### src/rtl/core/rmcs_pkg.sv
`default_nettype none
package rmcs_pkg;
   localparam int PIX_W     = 8;
   localparam int RUN_W     = 13;
   localparam int CH_N      = 3;
   localparam int IDX_W     = 3;
   localparam logic [PIX_W-1:0] THR_RESET = 8'd16;
   localparam logic [IDX_W-1:0] IDX_TOP   = 3'd7;

   typedef struct packed {
      logic             accept;
      logic             div_step;
      logic [IDX_W-1:0] div_idx;
      logic             emit2;
   } ctl_cmd_type;

   typedef struct packed {
      logic rsp_free;
      logic emit2_needed;
   } dp_status_type;
endpackage
`default_nettype wire

### src/rtl/core/running_mean_color_segmenter_unit.sv
// Output: a segment closed by a color split is offered in the cycle after the request;
// one closed by line end or by reaching MAX_LINE is offered after the accept, the S_DIV
// steps and S_EMIT, which waits for a free output register. Requests are taken only once
// the previous one's accept, 8-step restoring divide of the three channel sums and (at
// line end or MAX_LINE) emit are done, and never while the output register is stalled.
// Reset: split_threshold returns to 16, no segment open, no result pending.
`default_nettype none
module running_mean_color_segmenter_unit import rmcs_pkg::*; #(
   parameter int MAX_LINE = 4096
) (
   input  wire logic             clock,
   input  wire logic             reset,
   input  wire logic             req_valid,
   output logic                  req_ready,
   input  wire logic [PIX_W-1:0] req_pixel_red,
   input  wire logic [PIX_W-1:0] req_pixel_green,
   input  wire logic [PIX_W-1:0] req_pixel_blue,
   input  wire logic             req_line_end,
   output logic                  rsp_valid,
   input  wire logic             rsp_ready,
   output logic [PIX_W-1:0]      rsp_seg_red,
   output logic [PIX_W-1:0]      rsp_seg_green,
   output logic [PIX_W-1:0]      rsp_seg_blue,
   output logic [RUN_W-1:0]      rsp_run_length,
   output logic                  rsp_closes_line,
   input  wire logic             csr_wr_en,
   input  wire logic [PIX_W-1:0] csr_wr_data
);
   ctl_cmd_type   cmd;
   dp_status_type status;

   rmcs_ctrl u_ctrl (
      .clock     (clock),
      .reset     (reset),
      .req_valid (req_valid),
      .req_ready (req_ready),
      .status    (status),
      .cmd       (cmd)
   );

   rmcs_dpath #(.MAX_LINE(MAX_LINE)) u_dpath (
      .clock           (clock),
      .reset           (reset),
      .req_pixel_red   (req_pixel_red),
      .req_pixel_green (req_pixel_green),
      .req_pixel_blue  (req_pixel_blue),
      .req_line_end    (req_line_end),
      .csr_wr_en       (csr_wr_en),
      .csr_wr_data     (csr_wr_data),
      .rsp_valid       (rsp_valid),
      .rsp_ready       (rsp_ready),
      .rsp_seg_red     (rsp_seg_red),
      .rsp_seg_green   (rsp_seg_green),
      .rsp_seg_blue    (rsp_seg_blue),
      .rsp_run_length  (rsp_run_length),
      .rsp_closes_line (rsp_closes_line),
      .cmd             (cmd),
      .status          (status)
   );
endmodule
`default_nettype wire

### src/rtl/core/rmcs_ctrl.sv
`default_nettype none
module rmcs_ctrl import rmcs_pkg::*; (
   input  wire logic          clock,
   input  wire logic          reset,
   input  wire logic          req_valid,
   output logic               req_ready,
   input  wire dp_status_type status,
   output ctl_cmd_type        cmd
);
   localparam logic [1:0] S_IDLE = 2'd0;
   localparam logic [1:0] S_DIV  = 2'd1;
   localparam logic [1:0] S_EMIT = 2'd2;

   logic [1:0]       state_ff, state_in;
   logic [IDX_W-1:0] idx_ff, idx_in;

   assign req_ready = (state_ff == S_IDLE) && status.rsp_free;

   always_comb begin
      state_in     = state_ff;
      idx_in       = idx_ff;
      cmd.accept   = 1'b0;
      cmd.div_step = 1'b0;
      cmd.div_idx  = idx_ff;
      cmd.emit2    = 1'b0;
      case (state_ff)
         S_IDLE: begin
            if (req_valid && req_ready) begin
               cmd.accept = 1'b1;
               idx_in     = IDX_TOP;
               state_in   = S_DIV;
            end
         end
         S_DIV: begin
            cmd.div_step = 1'b1;
            idx_in       = idx_ff - 1'b1;
            if (idx_ff == '0) begin
               state_in = status.emit2_needed ? S_EMIT : S_IDLE;
            end
         end
         S_EMIT: begin
            if (status.rsp_free) begin
               cmd.emit2 = 1'b1;
               state_in  = S_IDLE;
            end
         end
         default: state_in = S_IDLE;
      endcase
   end

   always_ff @(posedge clock) begin
      if (reset) begin
         state_ff <= S_IDLE;
         idx_ff   <= '0;
      end else begin
         state_ff <= state_in;
         idx_ff   <= idx_in;
      end
   end

   a_emit_free: assert property (@(posedge clock) disable iff (reset)
      cmd.emit2 |-> status.rsp_free) else $error("emit with busy output");
   a_div_len: assert property (@(posedge clock) disable iff (reset)
      cmd.accept |=> (state_ff == S_DIV) && (idx_ff == IDX_TOP))
      else $error("divide did not start");
   a_no_accept_busy: assert property (@(posedge clock) disable iff (reset)
      (state_ff != S_IDLE) |-> !cmd.accept) else $error("accept while busy");
endmodule
`default_nettype wire

### src/rtl/core/rmcs_dpath.sv
`default_nettype none
module rmcs_dpath import rmcs_pkg::*; #(
   parameter int MAX_LINE = 4096
) (
   input  wire logic             clock,
   input  wire logic             reset,
   input  wire logic [PIX_W-1:0] req_pixel_red,
   input  wire logic [PIX_W-1:0] req_pixel_green,
   input  wire logic [PIX_W-1:0] req_pixel_blue,
   input  wire logic             req_line_end,
   input  wire logic             csr_wr_en,
   input  wire logic [PIX_W-1:0] csr_wr_data,
   output logic                  rsp_valid,
   input  wire logic             rsp_ready,
   output logic [PIX_W-1:0]      rsp_seg_red,
   output logic [PIX_W-1:0]      rsp_seg_green,
   output logic [PIX_W-1:0]      rsp_seg_blue,
   output logic [RUN_W-1:0]      rsp_run_length,
   output logic                  rsp_closes_line,
   input  wire ctl_cmd_type      cmd,
   output dp_status_type         status
);
   localparam int CNT_W = $clog2(MAX_LINE + 1);
   localparam int SUM_W = CNT_W + PIX_W;

   logic [PIX_W-1:0] thr_ff, thr_in;
   logic [CNT_W-1:0] count_ff, count_in, cnt_new;
   logic [SUM_W-1:0] tot_ff [CH_N];
   logic [SUM_W-1:0] tot_in [CH_N];
   logic [SUM_W-1:0] tot_new [CH_N];
   logic [SUM_W-1:0] rem_ff [CH_N];
   logic [SUM_W-1:0] rem_in [CH_N];
   logic [PIX_W-1:0] mean_ff [CH_N];
   logic [PIX_W-1:0] mean_in [CH_N];
   logic [PIX_W-1:0] pix [CH_N];
   logic [PIX_W-1:0] out_ff [CH_N];
   logic [PIX_W-1:0] out_in [CH_N];
   logic [CH_N-1:0]  over;
   logic [SUM_W-1:0] dsh;
   logic             split, restart;
   logic             last_ff, last_in, full_ff, full_in;
   logic             vld_ff, vld_in, cls_ff, cls_in;
   logic [RUN_W-1:0] run_ff, run_in;

   assign pix[0] = req_pixel_red;
   assign pix[1] = req_pixel_green;
   assign pix[2] = req_pixel_blue;

   assign dsh = SUM_W'(count_ff) << cmd.div_idx;

   always_comb begin
      for (int c = 0; c < CH_N; c++) begin
         over[c] = ((mean_ff[c] > pix[c]) ? (mean_ff[c] - pix[c])
                                          : (pix[c] - mean_ff[c])) > thr_ff;
      end
   end
   assign split   = (count_ff != '0) && (|over);
   assign restart = (count_ff == '0) || split;
   assign cnt_new = restart ? CNT_W'(1) : count_ff + 1'b1;

   always_comb begin
      thr_in   = csr_wr_en ? csr_wr_data : thr_ff;
      count_in = count_ff;
      last_in  = last_ff;
      full_in  = full_ff;
      vld_in   = vld_ff && !rsp_ready;
      cls_in   = cls_ff;
      run_in   = run_ff;
      for (int c = 0; c < CH_N; c++) begin
         tot_new[c] = restart ? SUM_W'(pix[c]) : tot_ff[c] + SUM_W'(pix[c]);
         tot_in[c]  = tot_ff[c];
         rem_in[c]  = rem_ff[c];
         mean_in[c] = mean_ff[c];
         out_in[c]  = out_ff[c];
      end
      if (cmd.accept) begin
         count_in = cnt_new;
         last_in  = req_line_end;
         full_in  = cnt_new >= CNT_W'(MAX_LINE);
         for (int c = 0; c < CH_N; c++) begin
            tot_in[c]  = tot_new[c];
            rem_in[c]  = tot_new[c];
            mean_in[c] = '0;
         end
         if (split) begin
            // closed segment goes out with the mean it was tested against
            vld_in = 1'b1;
            cls_in = 1'b0;
            run_in = RUN_W'(count_ff);
            for (int c = 0; c < CH_N; c++) out_in[c] = mean_ff[c];
         end
      end
      if (cmd.div_step) begin
         for (int c = 0; c < CH_N; c++) begin
            if (rem_ff[c] >= dsh) begin
               rem_in[c]  = rem_ff[c] - dsh;
               mean_in[c] = {mean_ff[c][PIX_W-2:0], 1'b1};
            end else begin
               mean_in[c] = {mean_ff[c][PIX_W-2:0], 1'b0};
            end
         end
      end
      if (cmd.emit2) begin
         vld_in   = 1'b1;
         cls_in   = last_ff;
         run_in   = RUN_W'(count_ff);
         count_in = '0;
         for (int c = 0; c < CH_N; c++) begin
            out_in[c] = mean_ff[c];
            tot_in[c] = '0;
         end
      end
   end

   always_ff @(posedge clock) begin
      if (reset) begin
         thr_ff   <= THR_RESET;
         count_ff <= '0;
         vld_ff   <= 1'b0;
         last_ff  <= 1'b0;
         full_ff  <= 1'b0;
      end else begin
         thr_ff   <= thr_in;
         count_ff <= count_in;
         vld_ff   <= vld_in;
         last_ff  <= last_in;
         full_ff  <= full_in;
      end
   end

   always_ff @(posedge clock) begin
      cls_ff <= cls_in;
      run_ff <= run_in;
      for (int c = 0; c < CH_N; c++) begin
         tot_ff[c]  <= tot_in[c];
         rem_ff[c]  <= rem_in[c];
         mean_ff[c] <= mean_in[c];
         out_ff[c]  <= out_in[c];
      end
   end

   assign rsp_valid       = vld_ff;
   assign rsp_seg_red     = out_ff[0];
   assign rsp_seg_green   = out_ff[1];
   assign rsp_seg_blue    = out_ff[2];
   assign rsp_run_length  = run_ff;
   assign rsp_closes_line = cls_ff;

   assign status.rsp_free     = !vld_ff || rsp_ready;
   assign status.emit2_needed = last_ff || full_ff;

   a_count_max: assert property (@(posedge clock) disable iff (reset)
      count_ff <= CNT_W'(MAX_LINE)) else $error("segment count overflow");
   a_emit_clears: assert property (@(posedge clock) disable iff (reset)
      cmd.emit2 |=> (count_ff == '0) && vld_ff) else $error("emit did not clear");
   a_accept_free: assert property (@(posedge clock) disable iff (reset)
      cmd.accept |-> status.rsp_free) else $error("accept with busy output");
endmodule
`default_nettype wire
### config.mk
export PLATFORM = sky130hd
export DESIGN_NAME = running_mean_color_segmenter_unit
export DESIGN_NICKNAME = d
export VERILOG_FILES = /design/src/rtl/core/rmcs_pkg.sv /design/src/rtl/core/running_mean_color_segmenter_unit.sv /design/src/rtl/core/rmcs_ctrl.sv /design/src/rtl/core/rmcs_dpath.sv
export SDC_FILE = /design/constraint.sdc
export NUM_CORES = 1
export LEC_CHECK = 0
export BUFFER_PORTS_ARGS = -buffer_cell sky130_fd_sc_hd__buf_2
export CAP_MARGIN = 40
export CELL_PAD_IN_SITES_DETAIL_PLACEMENT = 1
export CELL_PAD_IN_SITES_GLOBAL_PLACEMENT = 1
export CORE_ASPECT_RATIO = 0.75
export CORE_MARGIN = 4
export CORE_UTILIZATION = 27
export CTS_BUF_LIST = sky130_fd_sc_hd__clkbuf_2 sky130_fd_sc_hd__clkbuf_4 sky130_fd_sc_hd__clkbuf_8
export CTS_CLUSTER_DIAMETER = 120
export DETAILED_ROUTE_END_ITERATION = 8
export PLACE_DENSITY = 0.54
export SYNTH_ARGS = -nofsm -noshare
export SYNTH_HDL_FRONTEND = slang
export SYNTH_SLANG_ARGS = --single-unit
### constraint.sdc
create_clock -name clock -period 18.6 [get_ports clock]
set_clock_uncertainty 0.15 [all_clocks]
set_input_delay 4.65 -clock clock [delete_from_list [all_inputs] [get_ports clock]]
set_output_delay 4.65 -clock clock [all_outputs]
set_load 0.05 [all_outputs]
==> results of run 1 <==
flip-flops by register name (all words and copies together) (netlist names):
register	cells
u_dpath.thr_ff	8
u_dpath.mean_ff	24
u_dpath.full_ff	1
u_dpath.tot_ff	63
u_dpath.count_ff	13
u_dpath.out_ff	24
u_dpath.rsp_closes_line	1
u_dpath.last_ff	1
u_ctrl.state_ff	2
u_dpath.rsp_valid	1
u_dpath.rsp_run_length	13
u_dpath.rem_ff	63
u_ctrl.idx_ff	3
power by group through the flow:
stage,registers [W],logic (W),clock network (W)
floorplan,0.000688,0.00112,0
global placement,0.000688,0.00145,0
detailed placement,0.000688,0.00150,0
CTS,0.000679,0.00152,0.000595
global route,0.000690,0.00170,0.000614
finish,0.000678,0.00152,0.000571
worst min-delay path: stages (launching register included):
cell	delay (ps)
dfxtp_1	310
nand2_1	50
a21oi_1	50
metrics by stage:
stage               util (%)  cell area [um^2]  setup slack, ps
finish                  31.0             18300             8210
global route            31.0             18300             8100
CTS                     31.0             18300             8190
detailed placement      29.3             17300             8200
global placement        29.1             17100             8240
floorplan                  -             16000             7940
worst min path at each step:
| stage | start | endpoint | slack, ps |
|---|---|---|---|
| 5_1_grt | u_dpath.tot_ff[0][5] | u_dpath.tot_ff[0][5] | 340 |
| 3_5_place_dp | u_dpath.tot_ff[0][48] | u_dpath.tot_ff[0][48] | 310 |
| 6_report | u_dpath.tot_ff[0][47] | u_dpath.tot_ff[0][47] | 310 |
| 2_1_floorplan | u_dpath.count_ff[12] | u_dpath.rsp_run_length[12] | 260 |
| 3_3_place_gp | u_dpath.mean_ff[0][23] | u_dpath.out_ff[0][23] | 300 |
| 4_1_cts | u_dpath.tot_ff[0][48] | u_dpath.tot_ff[0][48] | 310 |
synth_stat cells, types with 8 or more instances:
cell type / instances / area (um^2)
nor2b_1: 20 / 125
o21a_1: 19 / 143
nand2_1: 97 / 364
xnor2_1: 75 / 657
and3_1: 19 / 119
nor2_1: 212 / 796
fa_1: 12 / 240
mux2_2: 14 / 158
dfxtp_1: 155 / 3100
a211oi_1: 26 / 195
a21o_1: 52 / 390
clkbuf_1: 55 / 206
and2_1: 13 / 81.3
mux2i_1: 50 / 500
o211ai_1: 9 / 67.6
a211o_1: 9 / 78.8
buf_2: 21 / 105
nand4_1: 30 / 188
nand3_1: 56 / 280
o31ai_1: 8 / 60.1
inv_1: 107 / 402
xor2_1: 43 / 377
o21ai_0: 87 / 435
ha_1: 157 / 1960
o21bai_1: 9 / 67.6
a31oi_1: 26 / 163
nor3_1: 43 / 215
edfxtp_1: 62 / 1860
nand2b_1: 18 / 113
a21oi_1: 179 / 896
or3_1: 11 / 68.8
a22oi_1: 27 / 203
metal layers:
| metal | global-route usage (%) | vias up | wire length (um) |
|---|---|---|---|
| met5 | 0 | - | 0 |
| met4 | 3.56 | 0 | 927 |
| met3 | 2.59 | 65 | 2200 |
| met2 | 24.7 | 241 | 22000 |
| met1 | 25.2 | 6961 | 28500 |
| li1 | - | 6950 | - |
layout make-up:
type / count / area (um^2)
Inverter: 110 / 413
Tap cell: 790 / 988
Fill cell: 6926 / 40600
Clock buffer: 65 / 832
Sequential cell: 217 / 4960
Timing Repair Buffer: 96 / 618
Clock inverter: 11 / 155
Multi-Input combinational cell: 1463 / 10300
cells in the final DEF, fill, tap and decap left out, types with 19 or more instances in the layout:
master,count
inv_1,107
mux2i_1,50
a31oi_1,26
nor2b_1,20
nand3_1,55
xor2_1,43
xnor2_1,75
nor3_1,43
o21a_1,19
nor2_1,212
ha_1,157
buf_2,78
o21ai_0,87
edfxtp_1,62
dfxtp_1,155
a22oi_1,27
a211oi_1,26
nand2_1,95
nand4_1,30
a21o_1,52
clkbuf_8,55
a21oi_1,179
logic make-up (layout without fill, tap and decap cells):
| kind of cell | after synthesis | after routing | synth area share, % |
|---|---|---|---|
| adders and majority gates | 169 | 169 | 13.8 |
| muxes | 68 | 68 | 4.67 |
| xor gates and xnor gates | 118 | 118 | 6.45 |
| and+or+nand+nor | 567 | 567 | 17.0 |
| DFF | 217 | 217 | 31.0 |
| AOI/OAI and AO/OA | 541 | 541 | 22.2 |
| buffers and inverters | 196 | 282 | 4.93 |
==> results.yml, run 1 <==
timing:
  post-route-period-util_pct: 55.9
  timing.slew.headroom_pct: 35.4
  drv_slew: 0
  hold_violations: 0
  fin_hold_ws_ps: 311
  rsz0062_at_grt: "false"
  tightestPinTransition_ps: 942
  fmax_mhz: 96.2
  setup_tns_ps: 0
  period_minus_slack_ps: 10390
  setup_viol: 0
drt:
  wl_per_cell_um: 19.5
  wirelength_mm: 53.6
  drt-pass1-iter-count: 5
  drt-initial-drc-count: 787
  drc: 0
  postRouteAntennaNets: 0
  vias_per_cell: 5.17
  routed-via-count: 14200
global_route:
  grt_max_degree: 49
  overflow: 0
  antenna_found_initial: 2
  grt_pass1_vias: 14500
  grt_first_pass_wirelength_mm: 83.5
  grt.total_usage_pct: 16.6
place:
  io_buffer_count: 77
  dpl.hpwl_mm: 40.5
  gp_congestion: 0.835
  dp.cells: 2675
setup_path:
  cp_num_buf_inv: 2
  cp_top_family: "simple AND/OR/NAND/NOR gates"
  critical_path_arrival_ps: 5590
  crit_cells: 4
  critPathLaunch: "rsp_ready"
  crit_chain: "buf_2, nor2b_1, nor3_1, buf_2"
  crit_type: "in2out"
  r2r-end: "u_dpath.rem_ff[0][7]"
  r2r_slack_ps: 12980
  crit_end: "req_ready"
  max_stage_delay_ps: 430
  end_kind: "output port"
  crit_required_ps: 13800
  cpMostUsedCell: "buf_2"
  worstReg2RegStart: "u_dpath.mean_ff[0][8]"
  rr_worst_depth: 22
  crit_path_top_delay_cell: "nor3_1"
  critPathMaxFanout: 4
  cp-start-kind: "primary input"
die:
  start_util_pct: 27.2
  rows: 77
  io_pins: 78
  die_area_mm2: 0.0633
  die_w_um: 289
  die_h_um: 219
  core_mm2: 0.0589
synthesis:
  yosysSeqAreaShare_pct: 31.0
  ys_ff_latch: 217
  ys.flop_type: "dfxtp_1"
  syn_area_mm2: 0.0160
  synth_cells: 1876
  synth_cell_types: 86
  syn_nets: 2083
  async_flop_share_pct: 0
  yosys_warnings: 0
  synth-edff-count: 62
  synth_area_per_cell_um2: 8.54
power:
  seqPwrFrac_pct: 24.5
  ir_drop_uv: 52.4
  p_int_w: 0.00155
  p_switching_w: 0.00122
  leakagePower_nw: 7.60
  power.density_mw_per_mm2: 152
  clkPwrFrac_pct: 20.6
  combPwrFrac_pct: 54.9
  swShare_pct: 44.0
  p_total_w: 0.00277
clock_network:
  postCtsResizedCells: 0
  htreeDepth: 2
  cts_tree: "yes"
  post_cts_buffers: 0
  cts_made_buffers: 42
  clock_sinks: 217
  cts_max_path_buffers: 3
  clock-root-buffer: "clkbuf_8"
  ctsHoldBuffers: 0
  path_clk_slew_ps: 50
  insertion_delay_ps: 580
worst_hold_path:
  hp-class: "reg2reg"
  min_path_cells: 2
run:
  maxCapViolations: 0
final_layout:
  nets: 2137
  layout-drive-gt1-share_pct: 11.3
  areaGrowthSynthToFinish_pct: 14.0
  instances_no_fill: 2752
  num_antenna_cells: 0
run_status:
  status: "finished clean"
(Power assumes the default switching activity.)
==> run 2, diff against run 1 <==
--- a/config.mk
+++ b/config.mk
@@ -15,7 +15,7 @@
 export CTS_BUF_LIST = sky130_fd_sc_hd__clkbuf_2 sky130_fd_sc_hd__clkbuf_4 sky130_fd_sc_hd__clkbuf_8
 export CTS_CLUSTER_DIAMETER = 120
 export DETAILED_ROUTE_END_ITERATION = 8
-export PLACE_DENSITY = 0.54
+export PLACE_DENSITY = 0.55
 export SYNTH_ARGS = -nofsm -noshare
 export SYNTH_HDL_FRONTEND = slang
 export SYNTH_SLANG_ARGS = --single-unit
==> constraint.sdc (replaced) <==
create_clock -name clock -period 8.9 [get_ports clock]
set_clock_uncertainty 0.15 [all_clocks]
set_input_delay 2.225 -clock clock [delete_from_list [all_inputs] [get_ports clock]]
set_output_delay 2.225 -clock clock [all_outputs]
set_load 0.05 [all_outputs]
==> run 2 against run 1 <==
Critical path depth rose by 15. Combinational power rose by 110%. Hold slack improved by 3.4 ps. Core utilization fell by 0.33 points. Register-to-register slack got worse by 9600 ps. Design area fell by 1.1%. Non-clock buffer count rose by 5. Count of clock-buffer cells in the layout fell by 6. Sequential cell count did not move. Clock power rose by 82%. Largest cell class unchanged.
==> results.yml, run 2 (synthesis gave the netlist of run 1 again) <==
clock_network:
  post_cts_buffers: 0
  cts_max_path_buffers: 3
  path_clk_slew_ps: 80
  postCtsResizedCells: 0
  cts_tree: "yes"
  cts_made_buffers: 40
  clock-root-buffer: "clkbuf_8"
  clock_sinks: 217
  ctsHoldBuffers: 0
  insertion_delay_ps: 570
  htreeDepth: 2
setup_path:
  crit_path_top_delay_cell: "or3_1"
  crit_chain: "buf_2, inv_1, ha_1, nand3_1, or3_1, nand3_2, mux2_2, nand2b_1, o311ai_0, a211oi_2, ha_1, a21oi_1, o21ai_0, mux2i_1, a21o_1, nand3_2, mux2i_1, a211oi_2, a31o_1"
  cp_num_buf_inv: 2
  critical_path_arrival_ps: 7180
  rr_worst_depth: 22
  cp-start-kind: "primary input"
  worstReg2RegStart: "u_dpath.mean_ff[0][8]"
  end_kind: "flop"
  cp_top_family: "simple AND/OR/NAND/NOR gates"
  max_stage_delay_ps: 470
  r2r-end: "u_dpath.rem_ff[0][25]"
  crit_type: "in2reg"
  critPathMaxFanout: 15
  r2r_slack_ps: 3390
  crit_required_ps: 9220
drt:
  drt-initial-drc-count: 778
  postRouteAntennaNets: 0
  wirelength_mm: 53.8
  routed-via-count: 14300
  vias_per_cell: 5.19
  drt-pass1-iter-count: 5
  drc: 0
  wl_per_cell_um: 19.6
run:
  maxCapViolations: 0
die:
  core_mm2: 0.0589
  start_util_pct: 27.2
  die_w_um: 289
  rows: 77
  io_pins: 78
  die_h_um: 219
  die_area_mm2: 0.0633
timing:
  timing.slew.headroom_pct: 33.3
  drv_slew: 0
  fmax_mhz: 146
  setup_viol: 0
  period_minus_slack_ps: 6850
  rsz0062_at_grt: "false"
  post-route-period-util_pct: 77.0
  hold_violations: 0
  tightestPinTransition_ps: 1000
  setup_tns_ps: 0
final_layout:
  instances_no_fill: 2750
  top_regs: "u_dpath.rem_ff: 63 flops, u_dpath.tot_ff: 63 flops"
  areaGrowthSynthToFinish_pct: 12.8
  final_cell_mix: "nor2_1, a21oi_1, ha_1"
  utilization_pct: 30.7
  layout-drive-gt1-share_pct: 11.2
  nets: 2140
  layout.cells.most_common: "nor2_1"
  num_antenna_cells: 0
power:
  leakagePower_nw: 7.50
  ir_drop_uv: 87.0
  power.density_mw_per_mm2: 310
global_route:
  use_met3_pct: 2.47
  grt_util_met1_pct: 25.1
  grt-busiest-layer: "met2"
  grt_max_degree: 59
  grt.total_usage_pct: 16.8
  grt_pass1_vias: 14500
  groute.layer.met2.usage_pct: 26.2
  grt_first_pass_wirelength_mm: 84.6
  overflow: 0
  antenna_found_initial: 1
worst_hold_path:
  min_path_cells: 2
  hp-class: "reg2reg"
  worstHoldStart: "u_dpath.tot_ff[0][6]"
  whs_endpoint: "u_dpath.tot_ff[0][6]"
place:
  dpl.hpwl_mm: 41.2
  gp_congestion: 0.849
  io_buffer_count: 77
  dp.cells: 2681
run_status:
  status: "finished clean"
[run 2: cell count changes in the layout (fill, tap and decap cells not counted), moves of 2 or more]
cell       before  now
clkbuf_8       55   44
buf_4          12   22
clkbuf_4       10   15
buf_16          4    1
bufinv_16       4    2
clkinv_1        4    6
[run 2: worst reg2reg max path, delay by kind of cell (launching register included)]
family / cells / cell delay (ps)
compound gates: 11 / 2380
fa+ha+maj: 3 / 800
simple gates: 2 / 580
mux: 2 / 570
flops: 1 / 450
buf+inv: 3 / 380
xor+xnor: 1 / 150
[run 2: worst max path at each step]
stage                        from                          to  cells after the start
6_report         req_pixel_red[5]       u_dpath.rem_ff[0][25]                     19
2_1_floorplan   req_pixel_blue[0]           u_dpath.rsp_valid                     20
4_1_cts          req_pixel_red[5]       u_dpath.rem_ff[0][25]                     19
3_5_place_dp     req_pixel_red[5]       u_dpath.rem_ff[0][25]                     19
5_1_grt        req_pixel_green[0]       u_dpath.rem_ff[0][25]                     22
3_3_place_gp   req_pixel_green[4]  u_dpath.rsp_run_length[12]                     20
[run 2: metal layers]
layer  wire, um  vias up
met5          0        -
li1           -     6955
met1      28200     7036
met4        593        0
met3       2150       52
met2      22900      232
[run 2: stage by stage]
step	worst slack, ps	power (W)	hold slack [ps]	area [um^2]
floorplan	2170	0.00378	256	16000
global placement	1390	0.00450	295	17200
detailed placement	1440	0.00457	306	17300
CTS	2090	0.00565	315	18100
global route	1680	0.00611	335	18100
finish	2050	0.00561	315	18100
[run 2: power by group]
group	switching, W	internal (W)	total [W]
Sequential	0.000156	0.00126	0.00142
Clock	0.000466	0.000573	0.00104
Combinational	0.00188	0.00126	0.00315
Total	0.00251	0.00310	0.00561
[run 2: layout make-up]
type	count	area [um^2]
Timing Repair Buffer	101	598
Sequential cell	217	4960
Inverter	110	413
Clock inverter	10	97.6
Fill cell	6976	40800
Multi-Input combinational cell	1463	10300
Clock buffer	59	718
Tap cell	790	988
==> run 3, diff against run 2 <==
==> constraint.sdc (replaced) <==
create_clock -name clock -period 6 [get_ports clock]
set_clock_uncertainty 0.15 [all_clocks]
set_input_delay 1.5 -clock clock [delete_from_list [all_inputs] [get_ports clock]]
set_output_delay 1.5 -clock clock [all_outputs]
set_load 0.05 [all_outputs]
==> run 3 against run 2 <==
Core utilization increased by 0.96 points. Sequential power increased by 49%. Non-clock buffer count increased by 53. Sequential cell count unchanged. Routed wire length decreased by 0.43%. Design area increased by 3.1%. Clock power increased by 58%. Worst setup slack got worse by 1700 ps. Critical endpoint is now u_dpath.count_ff[4]. Largest power group unchanged.
==> results.yml, run 3 (synthesis gave the netlist of run 1 again) <==
final_layout:
  areaGrowthSynthToFinish_pct: 16.3
  instances_no_fill: 2809
  fill_cells: 6946
  multiInputGateArea_mm2: 0.0103
  layout.cells.most_common: "nor2_1"
  layout-drive-gt1-share_pct: 13.9
  final_cell_mix: "nor2_1, a21oi_1, ha_1"
  nets: 2194
  num_antenna_cells: 0
  final_area_mm2: 0.0186
  top_regs: "u_dpath.rem_ff: 63 flops, u_dpath.tot_ff: 63 flops"
  ff_latch_area_mm2: 0.00496
setup_path:
  cp_top_family: "compound AO/OA/AOI/OAI gates"
  critical_path_arrival_ps: 5970
  crit_type: "in2reg"
  crit_required_ps: 6350
  cp_num_buf_inv: 2
  crit_chain: "buf_2, ha_1, inv_1, fa_1, a211oi_2, o21ai_0, a31oi_1, nor2_1, mux2i_1, o211ai_1, a31oi_1, xnor2_1, ha_1, a21o_1, a21oi_1, o211ai_1, a22oi_2, a31oi_2, or3_1, nor2_1"
  cp-start-kind: "primary input"
  end_kind: "flop"
  critPathMaxFanout: 10
  crit_path_top_delay_cell: "or3_1"
  max_stage_delay_ps: 590
timing:
  hold_violations: 0
  drv_slew: 0
  tightestPinTransition_ps: 913
  post-route-period-util_pct: 93.7
  setup_viol: 0
  rsz0062_at_grt: "false"
  period_minus_slack_ps: 5620
  fmax_mhz: 178
  worst_slack_ps: 377
  timing.slew.headroom_pct: 39.2
die:
  start_util_pct: 27.2
  die_h_um: 219
  io_pins: 78
  die_w_um: 289
  rows: 77
  die_area_mm2: 0.0633
  core_mm2: 0.0589
power:
  power.density_mw_per_mm2: 458
  leakagePower_nw: 7.83
  ir_drop_uv: 143
clock_network:
  clock-root-buffer: "clkbuf_8"
  clock_sinks: 217
  cts_max_path_buffers: 3
  post_cts_buffers: 0
  htreeDepth: 2
  cts_tree: "yes"
  ctsHoldBuffers: 0
  cts_made_buffers: 41
  insertion_delay_ps: 580
  path_clk_slew_ps: 60
  postCtsResizedCells: 0
drt:
  postRouteAntennaNets: 0
  routed-via-count: 14300
  wirelength_mm: 53.6
  drt-pass1-iter-count: 5
  drc: 0
  drt-initial-drc-count: 773
  vias_per_cell: 5.08
  wl_per_cell_um: 19.1
place:
  placed_area_mm2: 0.0177
  dpl.hpwl_mm: 41.0
  gp_congestion: 0.904
  place_ws_ps: -199
  dp.cells: 2733
  io_buffer_count: 77
global_route:
  grt_max_degree: 48
  grt_pass1_vias: 14600
  overflow: 0
  grt.total_usage_pct: 16.7
  antenna_found_initial: 2
  grt_first_pass_wirelength_mm: 84.5
run_status:
  status: "finished clean"
worst_hold_path:
  hp-class: "reg2reg"
run:
  maxCapViolations: 0
-- run 3: cell types whose count changed in the layout (fill, tap and decap cells not counted), moves of 2 or more --
cell | previous run | this run
clkbuf_8 | 44 | 51
buf_12 | 1 | 7
buf_8 | 0 | 2
buf_4 | 22 | 67
clkinv_1 | 6 | 3
-- run 3: final timing paths --
check                                           start                    end  slack (ps)  cells past startpoint
worst max-delay path               req_pixel_green[0]    u_dpath.count_ff[4]         380                     20
worst min-delay path            u_dpath.tot_ff[0][46]  u_dpath.tot_ff[0][46]         320                      2
worst min register to register  u_dpath.tot_ff[0][46]  u_dpath.tot_ff[0][46]         320                      2
worst max register to register  u_dpath.mean_ff[0][8]    u_dpath.count_ff[4]         840                     20
-- run 3: power breakdown --
part | leakage, nW | switching, W | internal [W]
clock | 0.485 | 0.000691 | 0.000947
combinational | 5.46 | 0.00281 | 0.00198
sequential | 1.89 | 0.000238 | 0.00187
-- run 3: through the flow --
step / utilization [%] / total power [W] / setup TNS (ps) / hold slack, ps
floorplan: - / 0.00561 / 0 / 256
global placement: 30.0 / 0.00678 / -943 / 302
detailed placement: 30.1 / 0.00687 / -6130 / 310
CTS: 31.6 / 0.00859 / 0 / 319
global route: 31.6 / 0.00927 / 0 / 345
finish: 31.6 / 0.00854 / 0 / 317
-- run 3: final cells by class --
type	instances	area share (%)
clock inverter	9	0.537
multi-input combinational	1463	55.2
timing repair buffer	154	5.71
tap	790	5.31
clock buffer	66	4.37
sequential	217	26.6
inverter	110	2.22
-- run 3: worst register-to-register path, delay by kind of cell (launching register included) --
family,cells,cell delay (ps)
compound gates,10,2250
xor+xnor,1,160
fa+ha+maj,3,820
buf+inv,2,190
flops,1,440
mux,1,160
simple gates,3,930
-- run 3: metal layers --
metal / wire, um / global-route usage [%] / part of all wire [%] / vias up
li1: - / - / - / 7056
met1: 28400 / 25.1 / 53 / 6934
met2: 22200 / 25.2 / 41 / 208
met3: 2230 / 2.98 / 4.2 / 56
met4: 729 / 2.82 / 1.4 / 2
met5: 13 / 0 / 0.024 / -
